==> config.mk <==
export PLATFORM = sky130hd
export DESIGN_NAME = bb3_mean
export DESIGN_NICKNAME = d
export VERILOG_FILES = /design/src/rtl/bb3_pkg.sv /design/src/rtl/bb3_mean.sv
export SDC_FILE = /design/constraint.sdc
export NUM_CORES = 1
export LEC_CHECK = 0
export ABC_AREA = 1
export BUFFER_PORTS_ARGS = -buffer_cell sky130_fd_sc_hd__buf_2
export CORE_ASPECT_RATIO = 0.9
export CORE_MARGIN = 3
export CORE_UTILIZATION = 35
export CTS_CLUSTER_SIZE = 40
export DETAILED_ROUTE_END_ITERATION = 12
export PLACE_DENSITY = 0.55
export SYNTH_ARGS = -nofsm -noshare
export SYNTH_HDL_FRONTEND = slang
export SYNTH_SLANG_ARGS = --single-unit
==> constraint.sdc <==
create_clock -name clk -period 4.93 [get_ports clk]
set_clock_uncertainty 0.2 [all_clocks]
set_input_delay 0 -clock clk [delete_from_list [all_inputs] [get_ports clk]]
set_output_delay 0 -clock clk [all_outputs]
set_load 0.02 [all_outputs]
==> src/rtl/bb3_pkg.sv <==
`default_nettype none

package bb3_pkg;

  // field widths
  localparam int PIX_BITS      = 8;
  localparam int W_BITS        = 11;
  localparam int H_BITS        = 16;
  localparam int POS_BITS      = W_BITS + H_BITS;
  localparam int ROW_POS_BITS  = POS_BITS - 1;
  localparam int SUM_BITS      = 12;
  localparam int CNT9_BITS     = 4;
  localparam int RECIP_BITS    = 21;
  localparam int RECIP_SHIFT   = 20;
  localparam int PROD_BITS     = SUM_BITS + RECIP_BITS;
  localparam int CFG_IDX_BITS  = 1;
  localparam int CFG_DATA_BITS = 16;
  localparam int MIN_SIZE      = 2;

  // output queue
  localparam int OUT_DEPTH     = 8;
  localparam int FIFO_PTR_BITS = $clog2(OUT_DEPTH);
  localparam int FIFO_CNT_BITS = FIFO_PTR_BITS + 1;

  // register map
  localparam logic [CFG_IDX_BITS-1:0] REG_IMAGE_WIDTH  = 1'b0;
  localparam logic [CFG_IDX_BITS-1:0] REG_IMAGE_HEIGHT = 1'b1;

  localparam logic [W_BITS-1:0] WIDTH_RESET  = 11'd640;
  localparam logic [H_BITS-1:0] HEIGHT_RESET = 16'd480;

  typedef struct packed {
    logic [PIX_BITS-1:0] red;
    logic [PIX_BITS-1:0] green;
    logic [PIX_BITS-1:0] blue;
  } rgb_t;

  // per-item control handed from the position tracker to the window stage
  typedef struct packed {
    logic       due;        // item completes an output pixel
    logic [2:0] row_ok;     // rows above / centre / below inside the frame
    logic [2:0] col_ok;     // columns left / centre / right inside the frame
    logic       frame_end;
  } pos_info_t;

  typedef struct packed {
    logic [SUM_BITS-1:0]  red;
    logic [SUM_BITS-1:0]  green;
    logic [SUM_BITS-1:0]  blue;
    logic [CNT9_BITS-1:0] count;
    logic                 frame_end;
  } sum_item_t;

  typedef struct packed {
    rgb_t px;
    logic frame_end;
  } res_item_t;

  // ceil(2^20 / n); exact quotient for any numerator below 4096
  function automatic logic [RECIP_BITS-1:0] recip(input logic [CNT9_BITS-1:0] n);
    logic [RECIP_BITS-1:0] m;
    case (n)
      4'd1:    m = 21'd1048576;
      4'd2:    m = 21'd524288;
      4'd3:    m = 21'd349526;
      4'd4:    m = 21'd262144;
      4'd5:    m = 21'd209716;
      4'd6:    m = 21'd174763;
      4'd7:    m = 21'd149797;
      4'd8:    m = 21'd131072;
      4'd9:    m = 21'd116509;
      default: m = '0;
    endcase
    return m;
  endfunction

endpackage

`default_nettype wire

==> src/rtl/bb3_mean.sv <==
`default_nettype none

module bb3_mean
  import bb3_pkg::*;
(
  input  logic      clk,
  input  logic      rst,
  input  logic      in_valid,
  input  sum_item_t in_item,
  output logic      out_valid,
  output res_item_t out_item
);

  logic [RECIP_BITS-1:0] m;
  logic [PROD_BITS-1:0]  pr_r;
  logic [PROD_BITS-1:0]  pr_g;
  logic [PROD_BITS-1:0]  pr_b;

  // divide by the tap count through a reciprocal multiply
  always_comb begin
    m    = recip(in_item.count);
    pr_r = PROD_BITS'(in_item.red)   * PROD_BITS'(m);
    pr_g = PROD_BITS'(in_item.green) * PROD_BITS'(m);
    pr_b = PROD_BITS'(in_item.blue)  * PROD_BITS'(m);
  end

  always_ff @(posedge clk) begin
    if (rst) begin
      out_valid <= 1'b0;
    end else begin
      out_valid <= in_valid;
    end
  end

  always_ff @(posedge clk) begin
    if (in_valid) begin
      out_item.px.red    <= pr_r[RECIP_SHIFT +: PIX_BITS];
      out_item.px.green  <= pr_g[RECIP_SHIFT +: PIX_BITS];
      out_item.px.blue   <= pr_b[RECIP_SHIFT +: PIX_BITS];
      out_item.frame_end <= in_item.frame_end;
    end
  end

endmodule

`default_nettype wire

==> impl_results.md <==
- Failing checks: negative setup slack
- Worst setup margin: -308 ps
- HPWL after detailed placement: 64200 um
- Post-Synth XOR/XNOR Area: 0.937%
- Initial drt markers: 1339
- Leakage: 15.9 nW
- CP max-delay cell: fa_1
- WL per Instance: 18.1 um
- H-Tree Level Count: 1
- Clock net sink count: 26
- Gp weighted congestion: 0.961
- Pin count of the biggest net entering global routing: 27
- Die ar.: 0.0672 mm2
- Share of cells above drive strength 1: 26.6%
- Initial antenna violation count: 2
- Synth area leader: fa_1
- Via Count: 20200
- Syn Nets: 3686
- Num CTS Buffers: 3
- Worst slew pin tran: 850 ps
- Synth top area share: 48.1%
- Most used cell, CP: fa_1
- CP required: 4790 ps
- Multi-input gate area: 0.0196 mm2
- Clock-pin slew on the worst setup and hold paths: 110 ps
- GRT Total Usage: 23.1%
- Antenna cells: 0
- # nets final: 4154
- Number of flops mapped to enable cells by yosys: 25
- Worst Setup Start Kind: primary input
- Pwr/cell area: 256 mW/mm2
- # fillers: 6287
- CTS root buffer: clkbuf_16
- DRC: 0
- Post-synth top cells: 914 x inv_1, 691 x nand2_1, 539 x fa_1
- Final wirelength: 77300 um
- Flops & latches, synth: 26
- Sequential fraction of the synthesis area: 3.44%
- Crit-path max cell delay: 580 ps
- Final Hold Vio Count: 0
- Mapped Area: 0.0224 mm2
- Fin crit share: 106%
- Async set-or-reset flop fraction in the synthesized netlist: 0%
- # rows: 87
- GRT Residual Overflow: 0
- Fmax: 191 MHz
- PortBufs: 69
- Die Y: 246 um
- CP endpoint kind: register
- Mean post-synth cell area: 7.59 um2
- Status: complete, but fails checks
- Post-Layout Cell Count: 4268
- Path type of the worst setup path: in2reg
- P&R area growth vs syn: 31.9%
- I/O pins: 70
- Adder-Cell Fraction of Synth Area: 56.3%
- Most common cell in the netlist: inv_1
- Clock period minus worst slack: 5240 ps
- Post-route ant nets: 0
- Post-synthesis compound-gate area fraction: 3.45%
- CTS tree: done
- Die X: 273 um
- Post-Place Cells: 4209
- Post-synth top flop: edfxtp_1
- RSZ-0062 raised after global routing: true
- CORE AREA: 0.0630 mm2
- Vias in the first global route: 20700
- Drt first pass iters: 6
- Clock tree buffer depth: 2
- Register area: 771 um2
- Final Setup Violations: 24
- Syn Inst Count: 2956
- MaxCap Viol Count: 0
- Distinct cells, synth: 35
- Largest family of logic cells by synthesized area: adder cells
- Final Max Slew Viols: 0
- Placement Setup Slack: -806 ps
- Top cells by area, synth: fa_1 48%, inv_1 15%, nand2_1 12%, ha_1 8.2%, nor2_1 4.6%
- Post-synthesis mux area share: 0%
- Critical path peak fanout: 6
- Worst hold path type: in2reg
- Starting Density: 35.6%
- Post-Synth Simple-Gate Area: 18.8%
- Critical path arrival: 5100 ps
- Drt via density: 4.72
- First-pass GRT wire length: 118000 um
- Peak supply drop: 0.000170 V
- Synth warn: 0
- Slew Limit Headroom: 43.4%
[state kept, by name, summed over array words and instances (netlist names)]
| name | flops |
|---|---|
| out_valid | 1 |
| out_item | 25 |
[kinds of logic (layout without fill, tap and decap cells)]
family	count (synthesis)	after routing
simple gates	1074	1075
buf+inv	1015	1480
flops	26	26
xor+xnor	24	24
compound gates	131	132
fa+ha+maj	686	686
[per-stage QoR]
step	setup TNS [ps]	util, %	total power, mW	hold slack (ps)	cell area, um2
CTS	-3110	44.9	6.83	76.8	28300
detailed placement	-16050	43.5	6.08	-41.2	27400
floorplan	-140	-	3.88	-129	23100
finish	-3930	47.0	7.58	72.6	29600
global placement	-15550	43.5	6.09	-44.4	27400
global route	-8070	47.0	8.37	166	29600
[worst max-delay path, delay by kind of cell]
family          cells  cell delay [ps]
fa+ha+maj           7             3060
simple gates        8              970
buf+inv            10              940
compound gates      1              100
[what timing repair did]
| action | CTS | global route |
|---|---|---|
| pin swaps | 55 | 125 |
| setup endpoints to repair | 24 | 24 |
| cloned | 4 | 3 |
| setup buffers | 19 | 27 |
| hold buffers | 2 | 0 |
| hold endpoints to repair | 2 | 0 |
| resized for setup | 148 | 263 |
[layer usage]
metal	vias up	GRT usage [%]	routed length, um
li1	9293	-	-
met1	10000	32.9	33900
met2	764	36.3	34700
met3	93	4.96	6940
met4	4	4.89	1680
met5	-	0	25
[cell type report]
cell class	instances	share of cell area, %
Clock buffer	3	0.254
Clock inverter	1	0.101
Inverter	930	12.0
Multi-Input combinational cell	1917	66.2
Sequential cell	26	2.60
Tap cell	845	3.57
Timing Repair Buffer	545	15.2
Timing Repair inverter	1	0.0381
[power breakdown]
group | internal (mW) | total (mW) | switching [mW]
logic | 3.00 | 6.87 | 3.88
clock network | 0.164 | 0.289 | 0.125
registers | 0.390 | 0.414 | 0.0237
total | 3.55 | 7.58 | 4.03
[cells in the final DEF, fill, tap and decap left out, types with 6 or more instances in the layout]
master and n:
nor2_4 35, buf_2 65, ha_1 97, a21oi_1 26
buf_6 26, fa_2 24, nand2_1 613, inv_1 858
o21ai_0 12, nand3_1 52, xnor2_1 8, nand3_2 12
inv_2 55, nand4_1 7, nor2_2 27, nor3_2 8
nand2_4 15, a31oi_1 7, buf_4 416, buf_12 28
nor3_1 7, xor2_1 15, o21bai_1 11, o21ai_1 12
inv_4 6, ha_4 47, nor2_1 215, a21o_1 14
fa_1 515, nand2_2 63, a21oi_2 22, edfxtp_1 25
[path summary, 6_finish.rpt]
kind | endpoint | cells past startpoint | from | slack [ps]
max | out_item[24]$_DFFE_PP_ | 26 | in_item[2] | -310
min | out_valid$_SDFF_PP0_ | 3 | in_valid | 70
Note: power is estimated with default switching activity, not from simulation.
