File: config.mk
export PLATFORM = sky130hd
export DESIGN_NAME = bb3_window
export DESIGN_NICKNAME = d
export VERILOG_FILES = /design/src/rtl/bb3_pkg.sv /design/src/rtl/bb3_window.sv
export SDC_FILE = /design/constraint.sdc
export NUM_CORES = 1
export LEC_CHECK = 0
export ABC_AREA = 1
export ABC_CLOCK_PERIOD_IN_PS = 14000
export BUFFER_PORTS_ARGS = -buffer_cell sky130_fd_sc_hd__buf_2
export CAP_MARGIN = 5
export CORE_ASPECT_RATIO = 1.1
export CORE_UTILIZATION = 55
export CTS_CLUSTER_SIZE = 12
export DETAILED_ROUTE_END_ITERATION = 8
export PLACE_DENSITY = 0.74
export SYNTH_ARGS = -nofsm -noshare
export SYNTH_HDL_FRONTEND = slang
export SYNTH_SLANG_ARGS = --single-unit
File: constraint.sdc
create_clock -name clk -period 14 [get_ports clk]
set_clock_uncertainty 0.15 [all_clocks]
set_input_delay 0.7 -clock clk [delete_from_list [all_inputs] [get_ports clk]]
set_output_delay 0.7 -clock clk [all_outputs]
set_load 0.01 [all_outputs]
File: src/rtl/bb3_pkg.sv
`default_nettype none

package bb3_pkg;

  // field widths
  localparam int PIX_BITS      = 8;
  localparam int W_BITS        = 11;
  localparam int H_BITS        = 16;
  localparam int POS_BITS      = W_BITS + H_BITS;
  localparam int ROW_POS_BITS  = POS_BITS - 1;
  localparam int SUM_BITS      = 12;
  localparam int CNT9_BITS     = 4;
  localparam int RECIP_BITS    = 21;
  localparam int RECIP_SHIFT   = 20;
  localparam int PROD_BITS     = SUM_BITS + RECIP_BITS;
  localparam int CFG_IDX_BITS  = 1;
  localparam int CFG_DATA_BITS = 16;
  localparam int MIN_SIZE      = 2;

  // output queue
  localparam int OUT_DEPTH     = 8;
  localparam int FIFO_PTR_BITS = $clog2(OUT_DEPTH);
  localparam int FIFO_CNT_BITS = FIFO_PTR_BITS + 1;

  // register map
  localparam logic [CFG_IDX_BITS-1:0] REG_IMAGE_WIDTH  = 1'b0;
  localparam logic [CFG_IDX_BITS-1:0] REG_IMAGE_HEIGHT = 1'b1;

  localparam logic [W_BITS-1:0] WIDTH_RESET  = 11'd640;
  localparam logic [H_BITS-1:0] HEIGHT_RESET = 16'd480;

  typedef struct packed {
    logic [PIX_BITS-1:0] red;
    logic [PIX_BITS-1:0] green;
    logic [PIX_BITS-1:0] blue;
  } rgb_t;

  // per-item control handed from the position tracker to the window stage
  typedef struct packed {
    logic       due;        // item completes an output pixel
    logic [2:0] row_ok;     // rows above / centre / below inside the frame
    logic [2:0] col_ok;     // columns left / centre / right inside the frame
    logic       frame_end;
  } pos_info_t;

  typedef struct packed {
    logic [SUM_BITS-1:0]  red;
    logic [SUM_BITS-1:0]  green;
    logic [SUM_BITS-1:0]  blue;
    logic [CNT9_BITS-1:0] count;
    logic                 frame_end;
  } sum_item_t;

  typedef struct packed {
    rgb_t px;
    logic frame_end;
  } res_item_t;

  // ceil(2^20 / n); exact quotient for any numerator below 4096
  function automatic logic [RECIP_BITS-1:0] recip(input logic [CNT9_BITS-1:0] n);
    logic [RECIP_BITS-1:0] m;
    case (n)
      4'd1:    m = 21'd1048576;
      4'd2:    m = 21'd524288;
      4'd3:    m = 21'd349526;
      4'd4:    m = 21'd262144;
      4'd5:    m = 21'd209716;
      4'd6:    m = 21'd174763;
      4'd7:    m = 21'd149797;
      4'd8:    m = 21'd131072;
      4'd9:    m = 21'd116509;
      default: m = '0;
    endcase
    return m;
  endfunction

endpackage

`default_nettype wire

File: src/rtl/bb3_window.sv
`default_nettype none

module bb3_window
  import bb3_pkg::*;
(
  input  logic      clk,
  input  logic      rst,
  input  logic      accept,
  input  rgb_t      in_pix,
  input  logic      s1_valid,
  input  pos_info_t s1_info,
  input  rgb_t      line_above,
  input  rgb_t      line_cur,
  output rgb_t      wr_above,
  output rgb_t      wr_cur,
  output logic      s2_valid,
  output sum_item_t s2_item
);

  rgb_t                 win    [3][3];  // [row oldest..newest][col oldest..newest]
  rgb_t                 taps   [3][3];
  rgb_t                 newcol [3];
  rgb_t                 s1_pix;
  logic [SUM_BITS-1:0]  sum_r;
  logic [SUM_BITS-1:0]  sum_g;
  logic [SUM_BITS-1:0]  sum_b;
  logic [CNT9_BITS-1:0] n;

  always_ff @(posedge clk) begin
    if (accept) begin
      s1_pix <= in_pix;
    end
  end

  assign newcol[0] = line_above;
  assign newcol[1] = line_cur;
  assign newcol[2] = s1_pix;

  // line stores shift down one row at this column
  assign wr_above = line_cur;
  assign wr_cur   = s1_pix;

  // left / centre / right: the two newest window columns plus the incoming one
  always_comb begin
    for (int k = 0; k < 3; k++) begin
      for (int j = 0; j < 2; j++) begin
        taps[k][j] = win[k][j + 1];
      end
      taps[k][2] = newcol[k];
    end
  end

  always_comb begin
    sum_r = '0;
    sum_g = '0;
    sum_b = '0;
    n     = '0;
    for (int k = 0; k < 3; k++) begin
      for (int j = 0; j < 3; j++) begin
        if (s1_info.row_ok[k] && s1_info.col_ok[j]) begin
          sum_r = sum_r + SUM_BITS'(taps[k][j].red);
          sum_g = sum_g + SUM_BITS'(taps[k][j].green);
          sum_b = sum_b + SUM_BITS'(taps[k][j].blue);
          n     = n + CNT9_BITS'(1);
        end
      end
    end
  end

  always_ff @(posedge clk) begin
    if (rst) begin
      for (int k = 0; k < 3; k++) begin
        for (int j = 0; j < 3; j++) begin
          win[k][j] <= '0;
        end
      end
      s2_valid <= 1'b0;
    end else begin
      if (s1_valid) begin
        for (int k = 0; k < 3; k++) begin
          win[k][0] <= win[k][1];
          win[k][1] <= win[k][2];
          win[k][2] <= newcol[k];
        end
      end
      s2_valid <= s1_valid && s1_info.due;
    end
  end

  // sums carry the half-divisor for round-half-up
  always_ff @(posedge clk) begin
    if (s1_valid) begin
      s2_item.red       <= sum_r + SUM_BITS'(n >> 1);
      s2_item.green     <= sum_g + SUM_BITS'(n >> 1);
      s2_item.blue      <= sum_b + SUM_BITS'(n >> 1);
      s2_item.count     <= n;
      s2_item.frame_end <= s1_info.frame_end;
    end
  end

endmodule

`default_nettype wire

==> results.json <==
{
  "layout_common_cells": "nand2_1, inv_1, nor2_1",
  "cp_slowest_stage_delay_ns": 0.48,
  "clkLatencyLatePin_ns": 0.56,
  "synth_largest_area_cell": "edfxtp_1",
  "finalCritPeriodShare_pct": 70.0,
  "synthTopCellsByArea": "edfxtp_1, ha_1, nand2_1",
  "ant_nets": 0,
  "cts_resized": 0,
  "whs_path_depth": 1,
  "fillers": 3494,
  "portBuffers": 173,
  "clk_pin_slew_ns": 0.05,
  "cts_root_buf": "clkbuf_16",
  "dp_hpwl_um": 38700,
  "routedWlPerCell_um": 14.1,
  "max_freq_ghz": 0.102,
  "fp.dieW_um": 189,
  "postSynthAreaPerCell_um2": 7.12,
  "p_leak_nw": 12.1,
  "worst_r2r_path_depth": 45,
  "r2r_end": "s2_item[28]",
  "max-slew-margin-rel_pct": 27.3,
  "required_ns": 14.16,
  "crit_slowest_cell": "fa_1",
  "hold_buffers": 0,
  "worstHoldEndpoint": "wr_cur[2]",
  "synth_ff_type": "edfxtp_1",
  "slew_violations": 0,
  "layout_commonest_cell": "nand2_1",
  "drt-met1-wl_um": 24000,
  "reg2reg_from": "win[0][32]",
  "multi_input_comb_area_um2": 12300,
  "syn_inst": 2975,
  "ys_seq_area_share_pct": 29.7,
  "min_from": "in_pix[2]",
  "start_kind": "input pin",
  "final-seq-area_um2": 6300,
  "final_area_um2": 23100,
  "track_usage_pct": 26.0,
  "yosys.area.top_type_share_pct": 29.6,
  "core_area_um2": 38100,
  "drt-total-wl_um": 50700,
  "setup_violations": 0,
  "rsz0062_at_grt": "false",
  "start_util_pct": 55.6,
  "finalHoldViolations": 0,
  "antenna_found_initial": 2,
  "area_growth_pct": 8.81,
  "ys_ff_latch": 210,
  "drt_first_pass_iters": 6,
  "status": "complete, no violations",
  "layoutNonFillerInstCount": 3597,
  "grt_max_degree": 97,
  "ys_types": 49,
  "holdCritPathClass": "input pin to flop",
  "cts_buffers": 27,
  "worst_pin_slew_ns": 1.09,
  "synthArstFlopShare_pct": 0,
  "drt_iter0_drc": 1126,
  "syn_area_um2": 21200,
  "cts_tree": "yes",
  "num_rows": 75,
  "critPathCaptureType": "flop",
  "ios": 174,
  "clkSinkCount": 210,
  "cp_max_fo": 24,
  "placed_area_um2": 22200,
  "grt_first_pass_wirelength_um": 85000,
  "grt-ovfl-total": 0,
  "min_period_ns": 9.80,
  "fin_setup_tns_ns": 0,
  "p_total_mw": 2.47,
  "synth_nets": 3297,
  "postCtsSetupBuffers": 0,
  "finalWeightedCongestion": 0.923,
  "cpMostUsedCell": "nand2_1",
  "yosysWarnings": 0,
  "cap_violations": 0,
  "p_per_area_nw_per_um2": 107,
  "vdd_drop_max_v": 0.000116,
  "dpl.cell_count": 3549,
  "drive_gt1_share_pct": 11.1,
  "r2r_setup_slack_ns": 4.45,
  "met2_length_um": 22700,
  "h-tree-depth": 1,
  "die-height_um": 208,
  "fin_util_pct": 60.5,
  "cp.arrival_ns": 9.97,
  "nets": 3400,
  "vias_per_cell": 5.17,
  "drc": 0,
  "dr_wl_met3_um": 2350,
  "vias": 18600,
  "clock_path_buffers": 3,
  "grt_pass1_vias": 18300,
  "dieArea_um2": 39300,
  "crit_type": "input pin to flop",
  "synth_edf_count": 209,
  "highest_layer": "met5"
}
registers in the layout, indices dropped and copies added, names as in the netlist:
| name | flops |
|---|---|
| win | 144 |
| s2_item | 41 |
| wr_cur | 24 |
| s2_valid | 1 |
critical path: cells and delay by family:
family,cells,cell delay [ns]
buffers and inverters,10,1.48
AO/OA/AOI/OAI,11,2.26
adder cells (fa/ha/maj),8,2.94
AND/OR/NAND/NOR,19,2.56
logic make-up (layout without fill, tap and decap cells):
kind of cell / after synthesis / after routing / share of synthesized area (%)
flip-flops: 210 / 210 / 29.7
buffers and inverters: 626 / 747 / 12.1
AND/OR/NAND/NOR: 1461 / 1461 / 30.4
adder cells (fa/ha/maj): 238 / 238 / 15.0
AO/OA/AOI/OAI: 341 / 341 / 8.70
XOR/XNOR: 99 / 99 / 4.13
other: 0 / 1 / 0
metal layers:
layer	vias to the layer above	track usage (%)
met3	100	2.86
met5	-	0
met1	8312	34.8
met2	423	43.3
met4	2	9.76
li1	9743	-
synth_stat cells, types with 2 or more instances:
master    count
clkbuf_1     38
or2_2        25
o21ai_1      31
buf_6         2
a21o_1        7
nand3b_2      2
inv_2        10
buf_4        50
o21ai_0      98
buf_2         5
nor4_1        2
nand3_2      20
nand4_1      26
nor2_4        6
a21oi_1     146
fa_1         27
xnor2_1      24
and2_1       20
buf_1        15
o21bai_1      7
o21a_1        5
a211oi_1      9
o22ai_1       4
nand2_1     701
o211ai_1      4
o31ai_1       3
inv_1       501
nor2_1      335
edfxtp_1    209
nand2_2      44
nand2_4       5
a31oi_1      20
nand3_1     230
xor2_1       74
nand3b_1     23
clkinv_1      4
nor2_2        4
nor3_1       14
ha_1        211
a21boi_0      5
report_power, final:
| part | switching [mW] | internal (mW) | leakage, nW |
|---|---|---|---|
| Combinational | 0.593 | 0.351 | 9.40 |
| Clock | 0.281 | 0.441 | 0.444 |
| Sequential | 0.0291 | 0.771 | 2.24 |
| Total | 0.903 | 1.56 | 12.1 |
layout make-up:
type                       count  area share, %
clock inverter                 8          0.483
multi-input combinational   2139           53.5
antenna                        1         0.0109
clock buffer                  39           3.43
timing repair buffer         184           4.11
tap                          500           2.71
inverter                     516           8.42
sequential                   210           27.3
stage by stage:
stage	hold WS (ns)	setup slack, ns
final	0.168	4.20
after global routing	0.149	3.31
after CTS	0.144	4.24
after detailed placement	0.420	3.70
after global placement	0.413	3.93
after floorplan	0.402	4.69
worst max path at each step:
stage / start / cells after the start / slack (ns) / endpoint
6_report: s1_info[4] / 48 / 4.20 / s2_item[28]
5_1_grt: s1_info[4] / 52 / 3.31 / s2_item[28]
4_1_cts: s1_info[4] / 48 / 4.24 / s2_item[28]
3_5_place_dp: s1_info[4] / 49 / 3.70 / s2_item[27]
3_3_place_gp: s1_info[4] / 48 / 3.93 / s2_item[28]
2_1_floorplan: s1_info[4] / 48 / 4.69 / s2_item[27]
Power figures use the tool's default switching activity.
