## src/rtl/bb3_pkg.sv

```systemverilog
`default_nettype none

package bb3_pkg;

  // field widths
  localparam int PIX_BITS      = 8;
  localparam int W_BITS        = 11;
  localparam int H_BITS        = 16;
  localparam int POS_BITS      = W_BITS + H_BITS;
  localparam int ROW_POS_BITS  = POS_BITS - 1;
  localparam int SUM_BITS      = 12;
  localparam int CNT9_BITS     = 4;
  localparam int RECIP_BITS    = 21;
  localparam int RECIP_SHIFT   = 20;
  localparam int PROD_BITS     = SUM_BITS + RECIP_BITS;
  localparam int CFG_IDX_BITS  = 1;
  localparam int CFG_DATA_BITS = 16;
  localparam int MIN_SIZE      = 2;

  // output queue
  localparam int OUT_DEPTH     = 8;
  localparam int FIFO_PTR_BITS = $clog2(OUT_DEPTH);
  localparam int FIFO_CNT_BITS = FIFO_PTR_BITS + 1;

  // register map
  localparam logic [CFG_IDX_BITS-1:0] REG_IMAGE_WIDTH  = 1'b0;
  localparam logic [CFG_IDX_BITS-1:0] REG_IMAGE_HEIGHT = 1'b1;

  localparam logic [W_BITS-1:0] WIDTH_RESET  = 11'd640;
  localparam logic [H_BITS-1:0] HEIGHT_RESET = 16'd480;

  typedef struct packed {
    logic [PIX_BITS-1:0] red;
    logic [PIX_BITS-1:0] green;
    logic [PIX_BITS-1:0] blue;
  } rgb_t;

  // per-item control handed from the position tracker to the window stage
  typedef struct packed {
    logic       due;        // item completes an output pixel
    logic [2:0] row_ok;     // rows above / centre / below inside the frame
    logic [2:0] col_ok;     // columns left / centre / right inside the frame
    logic       frame_end;
  } pos_info_t;

  typedef struct packed {
    logic [SUM_BITS-1:0]  red;
    logic [SUM_BITS-1:0]  green;
    logic [SUM_BITS-1:0]  blue;
    logic [CNT9_BITS-1:0] count;
    logic                 frame_end;
  } sum_item_t;

  typedef struct packed {
    rgb_t px;
    logic frame_end;
  } res_item_t;

  // ceil(2^20 / n); exact quotient for any numerator below 4096
  function automatic logic [RECIP_BITS-1:0] recip(input logic [CNT9_BITS-1:0] n);
    logic [RECIP_BITS-1:0] m;
    case (n)
      4'd1:    m = 21'd1048576;
      4'd2:    m = 21'd524288;
      4'd3:    m = 21'd349526;
      4'd4:    m = 21'd262144;
      4'd5:    m = 21'd209716;
      4'd6:    m = 21'd174763;
      4'd7:    m = 21'd149797;
      4'd8:    m = 21'd131072;
      4'd9:    m = 21'd116509;
      default: m = '0;
    endcase
    return m;
  endfunction

endpackage

`default_nettype wire

```

## src/rtl/bb3_out_fifo.sv

```systemverilog
`default_nettype none

module bb3_out_fifo
  import bb3_pkg::*;
(
  input  logic                     clk,
  input  logic                     rst,
  input  logic                     push,
  input  res_item_t                push_item,
  input  logic                     pop,
  output logic                     out_valid,
  output res_item_t                out_item,
  output logic [FIFO_CNT_BITS-1:0] count
);

  res_item_t                mem [OUT_DEPTH];
  logic [FIFO_PTR_BITS-1:0] wr_ptr;
  logic [FIFO_PTR_BITS-1:0] rd_ptr;

  always_ff @(posedge clk) begin
    if (push) begin
      mem[wr_ptr] <= push_item;
    end
  end

  always_ff @(posedge clk) begin
    if (rst) begin
      wr_ptr <= '0;
      rd_ptr <= '0;
      count  <= '0;
    end else begin
      if (push) begin
        wr_ptr <= wr_ptr + FIFO_PTR_BITS'(1);
      end
      if (pop) begin
        rd_ptr <= rd_ptr + FIFO_PTR_BITS'(1);
      end
      count <= count + FIFO_CNT_BITS'(push) - FIFO_CNT_BITS'(pop);
    end
  end

  assign out_valid = (count != '0);
  assign out_item  = mem[rd_ptr];

  a_no_overflow: assert property (@(posedge clk) disable iff (rst)
    push |-> (count < FIFO_CNT_BITS'(OUT_DEPTH)) || pop)
    else $error("output queue overflow");

  a_count_bound: assert property (@(posedge clk) disable iff (rst)
    count <= FIFO_CNT_BITS'(OUT_DEPTH))
    else $error("output queue count out of range");

endmodule

`default_nettype wire

```

## config.mk

```make
export PLATFORM = sky130hd
export DESIGN_NAME = bb3_out_fifo
export DESIGN_NICKNAME = d
export VERILOG_FILES = /design/src/rtl/bb3_pkg.sv /design/src/rtl/bb3_out_fifo.sv
export SDC_FILE = /design/constraint.sdc
export NUM_CORES = 1
export LEC_CHECK = 0
export BUFFER_PORTS_ARGS = -buffer_cell sky130_fd_sc_hd__buf_2
export CORE_UTILIZATION = 54
export DETAILED_ROUTE_END_ITERATION = 12
export GPL_TIMING_DRIVEN = 1
export PLACE_DENSITY = 0.74
export SLEW_MARGIN = 30
export SYNTH_ARGS = -nofsm -noshare
export SYNTH_HDL_FRONTEND = slang
export SYNTH_SLANG_ARGS = --single-unit
```

## constraint.sdc

```tcl
create_clock -name clk -period 3.1 [get_ports clk]
set_clock_uncertainty 0.2 [all_clocks]
set_input_delay 0.155 -clock clk [delete_from_list [all_inputs] [get_ports clk]]
set_output_delay 0.155 -clock clk [all_outputs]
set_load 0.005 [all_outputs]
```

==> flow_summary.yaml, run 1 <==
run_status:
  status: "finished, final reports clean"
clocking:
  insertion_delay_ns: 0.48
  clock-sinks: 213
  clock_path_buffers: 3
  cts_root_buf: "clkbuf_16"
  clk_pin_slew_ns: 0.06
  cts_resized: 0
  cts.htree.levels: 1
  tritoncts: "done"
  numCtsBuffers: 21
critical_path:
  cp-end-kind: "output pin"
  cp_max_fo: 23
  crit_chain: "buf_4 -> mux4_1 -> mux2_2 -> buf_2"
  slowest_delay_ns: 0.66
  crit_type: "register to output pin"
  slowest_stage: "dfxtp_2"
  critPathBufInv: 2
  cp_top_family: "flip-flops"
  crit_path_start_kind: "register"
  crit_required_ns: 2.74
  cp.arrival_ns: 2.27
  r2r-start: "wr_ptr[0]$_SDFFE_PP0P_"
  ff2ff_setup_slack_ns: 1.11
global_routing:
  grt_max_degree: 51
  overflow: 0
  grt_use_total_pct: 19.3
  antenna_found_initial: 0
  grt_pass1_wl_um: 22800
  grt_pass1_vias: 4068
final_layout:
  fin_nets: 502
  fin_area_um2: 9860
  area_delta_synth_final_pct: 18.6
  drive_gt1_share_pct: 29.2
  num-fill-cells: 952
  post-route-util_pct: 66.8
  diodes: 0
synth:
  seq_area_frac_synth_pct: 75.4
  synthArstFlopShare_pct: 0
  netlist_area_um2: 8310
  ys.flop_type: "edfxtp_1"
  avgSynthCellArea_um2: 23.2
  ys_ff_latch: 213
  yosysTopAreaCell: "edfxtp_1"
  synth_area_leaders: "edfxtp_1 (72%), mux4_1 (16%), mux2_2 (3.4%), dfxtp_1 (3.1%), ha_1 (1.1%)"
  synth_cell_types: 22
  yosysMostFrequentCell: "edfxtp_1"
  synth_top_area_share_pct: 72.3
  syn-num-nets: 395
  synth-edff-count: 200
  syn_inst: 358
  ys_warn_count: 0
  synthTopCellsByCount: "edfxtp_1 (200), mux4_1 (50), mux2_2 (25)"
worst_hold_path:
  min_path_type: "input pin to register"
  hp-start: "push_item[4]"
floorplan:
  initial_core_util_pct: 56.3
  pin_count: 59
  die_h_um: 126
  num_rows: 44
  core-area_um2: 14800
  die_w_um: 126
  die-area_um2: 15900
drt:
  first_pass_iters: 4
  dr_wl_met2_um: 7510
  via_per_inst: 5.72
  top_layer_used: "met4"
  wl_met1_um: 6320
  drc: 0
  ant_nets: 0
  first_iter_violations: 232
  dr_wl_met3_um: 536
  vias: 3799
  wirelength_um: 14600
  wl_per_cell_um: 21.9
sta:
  min_period_over_period_pct: 84.5
  fmax_mhz: 382
  drv_slew: 0
  grt_setup_unrepaired: "false"
  slew_headroom_pct: 49.9
  min_period_ns: 2.62
  finalSetupViolCount: 0
  fin_ws_ns: 0.480
  tns_ns: 0
  hold_viol_final: 0
  tightestPinTransition_ns: 0.748
pwr:
  p_leak_nw: 3.37
  vdd_drop_max_mv: 0.378
  p_per_area_nw_per_um2: 638
placed_design:
  pre_cts_ws_ns: 0.959
  io_buffer_count: 58
  place_area_um2: 8890
  place_congestion: 0.703
  hpwl_um: 8060
run:
  maxCapViolations: 0
==> worst paths after layout <==
path              cells after the start                      to
setup / recovery                      4            out_item[19]
hold / removal                        2     mem[7][4]$_DFFE_PP_
setup reg to reg                      3    mem[0][17]$_DFFE_PP_
hold reg to reg                       2  wr_ptr[0]$_SDFFE_PP0P_
==> state kept, by name, summed over array words and instances (netlist names), named ones only <==
name and count:
count 4, mem 200, rd_ptr 3, wr_ptr 3
==> through the flow <==
step | cells | hold WS, ns | power (mW)
CTS | 664 | 0.258 | 6.36
global route | 664 | 0.281 | 6.52
global placement | 598 | 0.217 | 3.83
finish | 664 | 0.263 | 6.29
floorplan | 358 | 0.0539 | 3.65
detailed placement | 598 | 0.230 | 3.85
==> report_power, final <==
part | leakage, nW | switching [mW] | internal (mW)
clock | 0.333 | 1.02 | 1.47
combinational | 1.12 | 0.266 | 0.290
sequential | 1.92 | 0.0307 | 3.23
==> what timing repair did <==
item	4_1_cts	5_1_grt
hold buffers	28	0
setup buffers	0	0
hold endpoints to repair	213	0
==> cell type report <==
class,instances,area (µm²),share of cell area [%]
well taps,184,230,2.34
clock inverters,6,68.8,0.698
clock buffers,32,617,6.26
flip-flops and latches,213,6270,63.6
repair buffers,100,713,7.23
multi-input cells,122,1940,19.6
inverters,7,26.3,0.266
==> per-layer routing <==
metal  GRT usage (%)  vias up
met3            3.06       21
met2            33.5       91
met1            25.4     1948
met4            5.24        0
met5               0        -
li1                -     1739
==> cell usage in the layout (no fill, tap or decap) <==
cell type | Yosys | layout
nand2_1 | 4 | 4
buf_2 | 2 | 58
buf_12 | 0 | 3
buf_4 | 0 | 11
dfxtp_1 | 13 | 11
xor2_1 | 3 | 3
clkinv_4 | 0 | 1
ha_1 | 7 | 7
clkinvlp_4 | 0 | 1
dfxtp_2 | 0 | 2
dlygate4sd3_1 | 0 | 28
nor2_1 | 15 | 9
inv_1 | 7 | 7
mux4_1 | 50 | 50
bufinv_16 | 0 | 1
edfxtp_1 | 200 | 200
mux2i_1 | 2 | 2
a21oi_1 | 3 | 3
nor2b_1 | 1 | 1
clkbuf_1 | 3 | 6
clkbuf_16 | 0 | 21
nor2_2 | 0 | 6
nand3_1 | 2 | 2
clkinv_2 | 0 | 1
fa_1 | 1 | 1
nand2b_1 | 5 | 5
clkbuf_8 | 0 | 5
nor3_2 | 0 | 2
mux2_2 | 25 | 25
inv_6 | 0 | 2
xnor2_1 | 1 | 1
a31o_2 | 1 | 1
==> cell families (layout without fill, tap and decap cells) <==
family / after synthesis / in the layout / share of synthesized area [%]
simple gates: 29 / 29 / 1.55
buf+inv: 23 / 145 / 1.61
mux: 77 / 77 / 19.4
compound gates: 4 / 4 / 0.286
flops: 213 / 213 / 75.4
fa+ha+maj: 8 / 8 / 1.29
xor+xnor: 4 / 4 / 0.422
Power figures use the tool's default switching activity.
==> run 2, diff against run 1 <==
Settings changed: CORE_UTILIZATION 54 to 60, PLACE_DENSITY 0.74 to 0.78.
Clock period 3.1 ns to 2.5 ns, I/O delays scaled along.
==> flow_summary.yaml, run 2 (synthesized netlist as in run 1, its figures left out) <==
clocking:
  tritoncts: "done"
  insertion_delay_ns: 0.51
  clock-sinks: 213
  cts.htree.levels: 1
  numCtsBuffers: 22
  cts_root_buf: "clkbuf_16"
  clk_pin_slew_ns: 0.06
  clock_path_buffers: 3
placed_design:
  io_buffer_count: 58
  place_congestion: 0.715
  hpwl_um: 8690
sta:
  slew_headroom_pct: 69.9
  grt_setup_unrepaired: "false"
  hold_viol_final: 0
  finalSetupViolCount: 0
  tns_ns: 0
  tightestPinTransition_ns: 0.451
  min_period_over_period_pct: 97.9
  min_period_ns: 2.45
  fmax_mhz: 408
  drv_slew: 0
  whs_ns: 0.214
global_routing:
  overflow: 0
  grt_use_total_pct: 22.9
  grt_max_degree: 27
  antenna_found_initial: 1
  grt_pass1_wl_um: 23700
  grt_pass1_vias: 4133
run_status:
  status: "finished, final reports clean"
floorplan:
  pin_count: 59
  num_rows: 42
  core-area_um2: 13400
  die-area_um2: 14300
  initial_core_util_pct: 62.0
  die_w_um: 120
  die_h_um: 120
critical_path:
  crit_chain: "buf_12 -> mux4_1 -> mux2_2 -> buf_2"
  crit_path_start_kind: "register"
  crit_required_ns: 2.17
  ff2ff_setup_slack_ns: 0.55
  cp.arrival_ns: 2.12
  crit_type: "register to output pin"
  cp_top_family: "multiplexers"
  critPathBufInv: 2
  cp_max_fo: 22
  cp-end-kind: "output pin"
  slowest_delay_ns: 0.61
  slowest_stage: "mux4_1"
final_layout:
  largest_reg_flops: 200
  regMostFlops: "mem"
  reg.largest.list: "mem (200), count (4)"
  drive_gt1_share_pct: 31.2
  area_delta_synth_final_pct: 19.9
  most-common-layout-cells: "edfxtp_1 (200), buf_2 (58), mux4_1 (48)"
  fin_nets: 513
  layout_commonest_cell: "edfxtp_1"
drt:
  drc: 0
  via_per_inst: 5.84
  ant_nets: 0
  wirelength_um: 15400
  wl_per_cell_um: 23.0
  vias: 3900
  first_pass_iters: 6
  first_iter_violations: 374
run:
  maxCapViolations: 0
worst_hold_path:
  min_path_type: "input pin to register"
pwr:
  p_leak_nw: 3.44
  p_per_area_nw_per_um2: 800
  vdd_drop_max_mv: 0.648
-- run 2: changes by cell type in the layout (fill, tap and decap cells not counted), moves of 2 or more --
cell and delta:
buf_4 +10, bufinv_16 +2, clkbuf_8 -5, clkinv_2 +5, inv_6 -2, mux4_1 -2, mux4_2 +2, nor3_2 -2
nor3_4 +2
-- run 2: power breakdown --
part           switching (mW)  internal [mW]
Clock                    1.29           1.94
Sequential             0.0392           4.00
Combinational           0.336          0.372
Total                    1.66           6.31
-- run 2: worst reg2reg max path: stages (launching register included) --
cell	delay, ns
dfxtp_1	0.54
nand2b_1	0.16
nor2_2	0.40
buf_4	0.32
-- run 2: area by class of cell --
cell class                 instances  area, µm²
antenna                            1       2.50
clock buffer                      28        573
clock inverter                    11        145
fill                             771       3430
inverter                           7       26.3
multi-input combinational        122       1940
sequential                       213       6270
tap                              176        220
timing repair buffer             110        788
-- run 2: worst paths after layout --
path / from / endpoint / depth (start not counted)
max reg2reg: wr_ptr[1]$_SDFFE_PP0P_ / mem[2][21]$_DFFE_PP_ / 3
min reg2reg: wr_ptr[0]$_SDFFE_PP0P_ / wr_ptr[0]$_SDFFE_PP0P_ / 2
min: push_item[5] / mem[1][5]$_DFFE_PP_ / 2
max: register / out_item[4] / 4
-- run 2: per-stage QoR --
step	total power [mW]	utilization (%)	instance area, µm²	cells	setup slack [ns]
6_report	7.98	74.4	9970	668	0.0513
5_1_grt	8.24	74.4	9970	668	0.00920
3_3_place_gp	4.75	66.8	8960	598	0.401
2_1_floorplan	4.52	-	8320	358	0.284
4_1_cts	8.04	74.4	9970	667	0.0235
3_5_place_dp	4.79	66.8	8960	598	0.342
-- run 2: routing by layer --
metal  part of all wire, %  global-route usage (%)  routed length, µm
met5                     0                       0                  0
met1                    41                    31.1               6230
met4                   1.6                    6.80                239
met3                   5.7                    3.94                875
met2                    52                    38.6               8040
-- run 2: what timing repair did --
action                     CTS  global route
setup endpoints to repair   21             2
setup buffers                2             0
gates resized for setup      1             2
hold endpoints to repair   213             0
hold buffers                28             0
pin swaps                    0             0
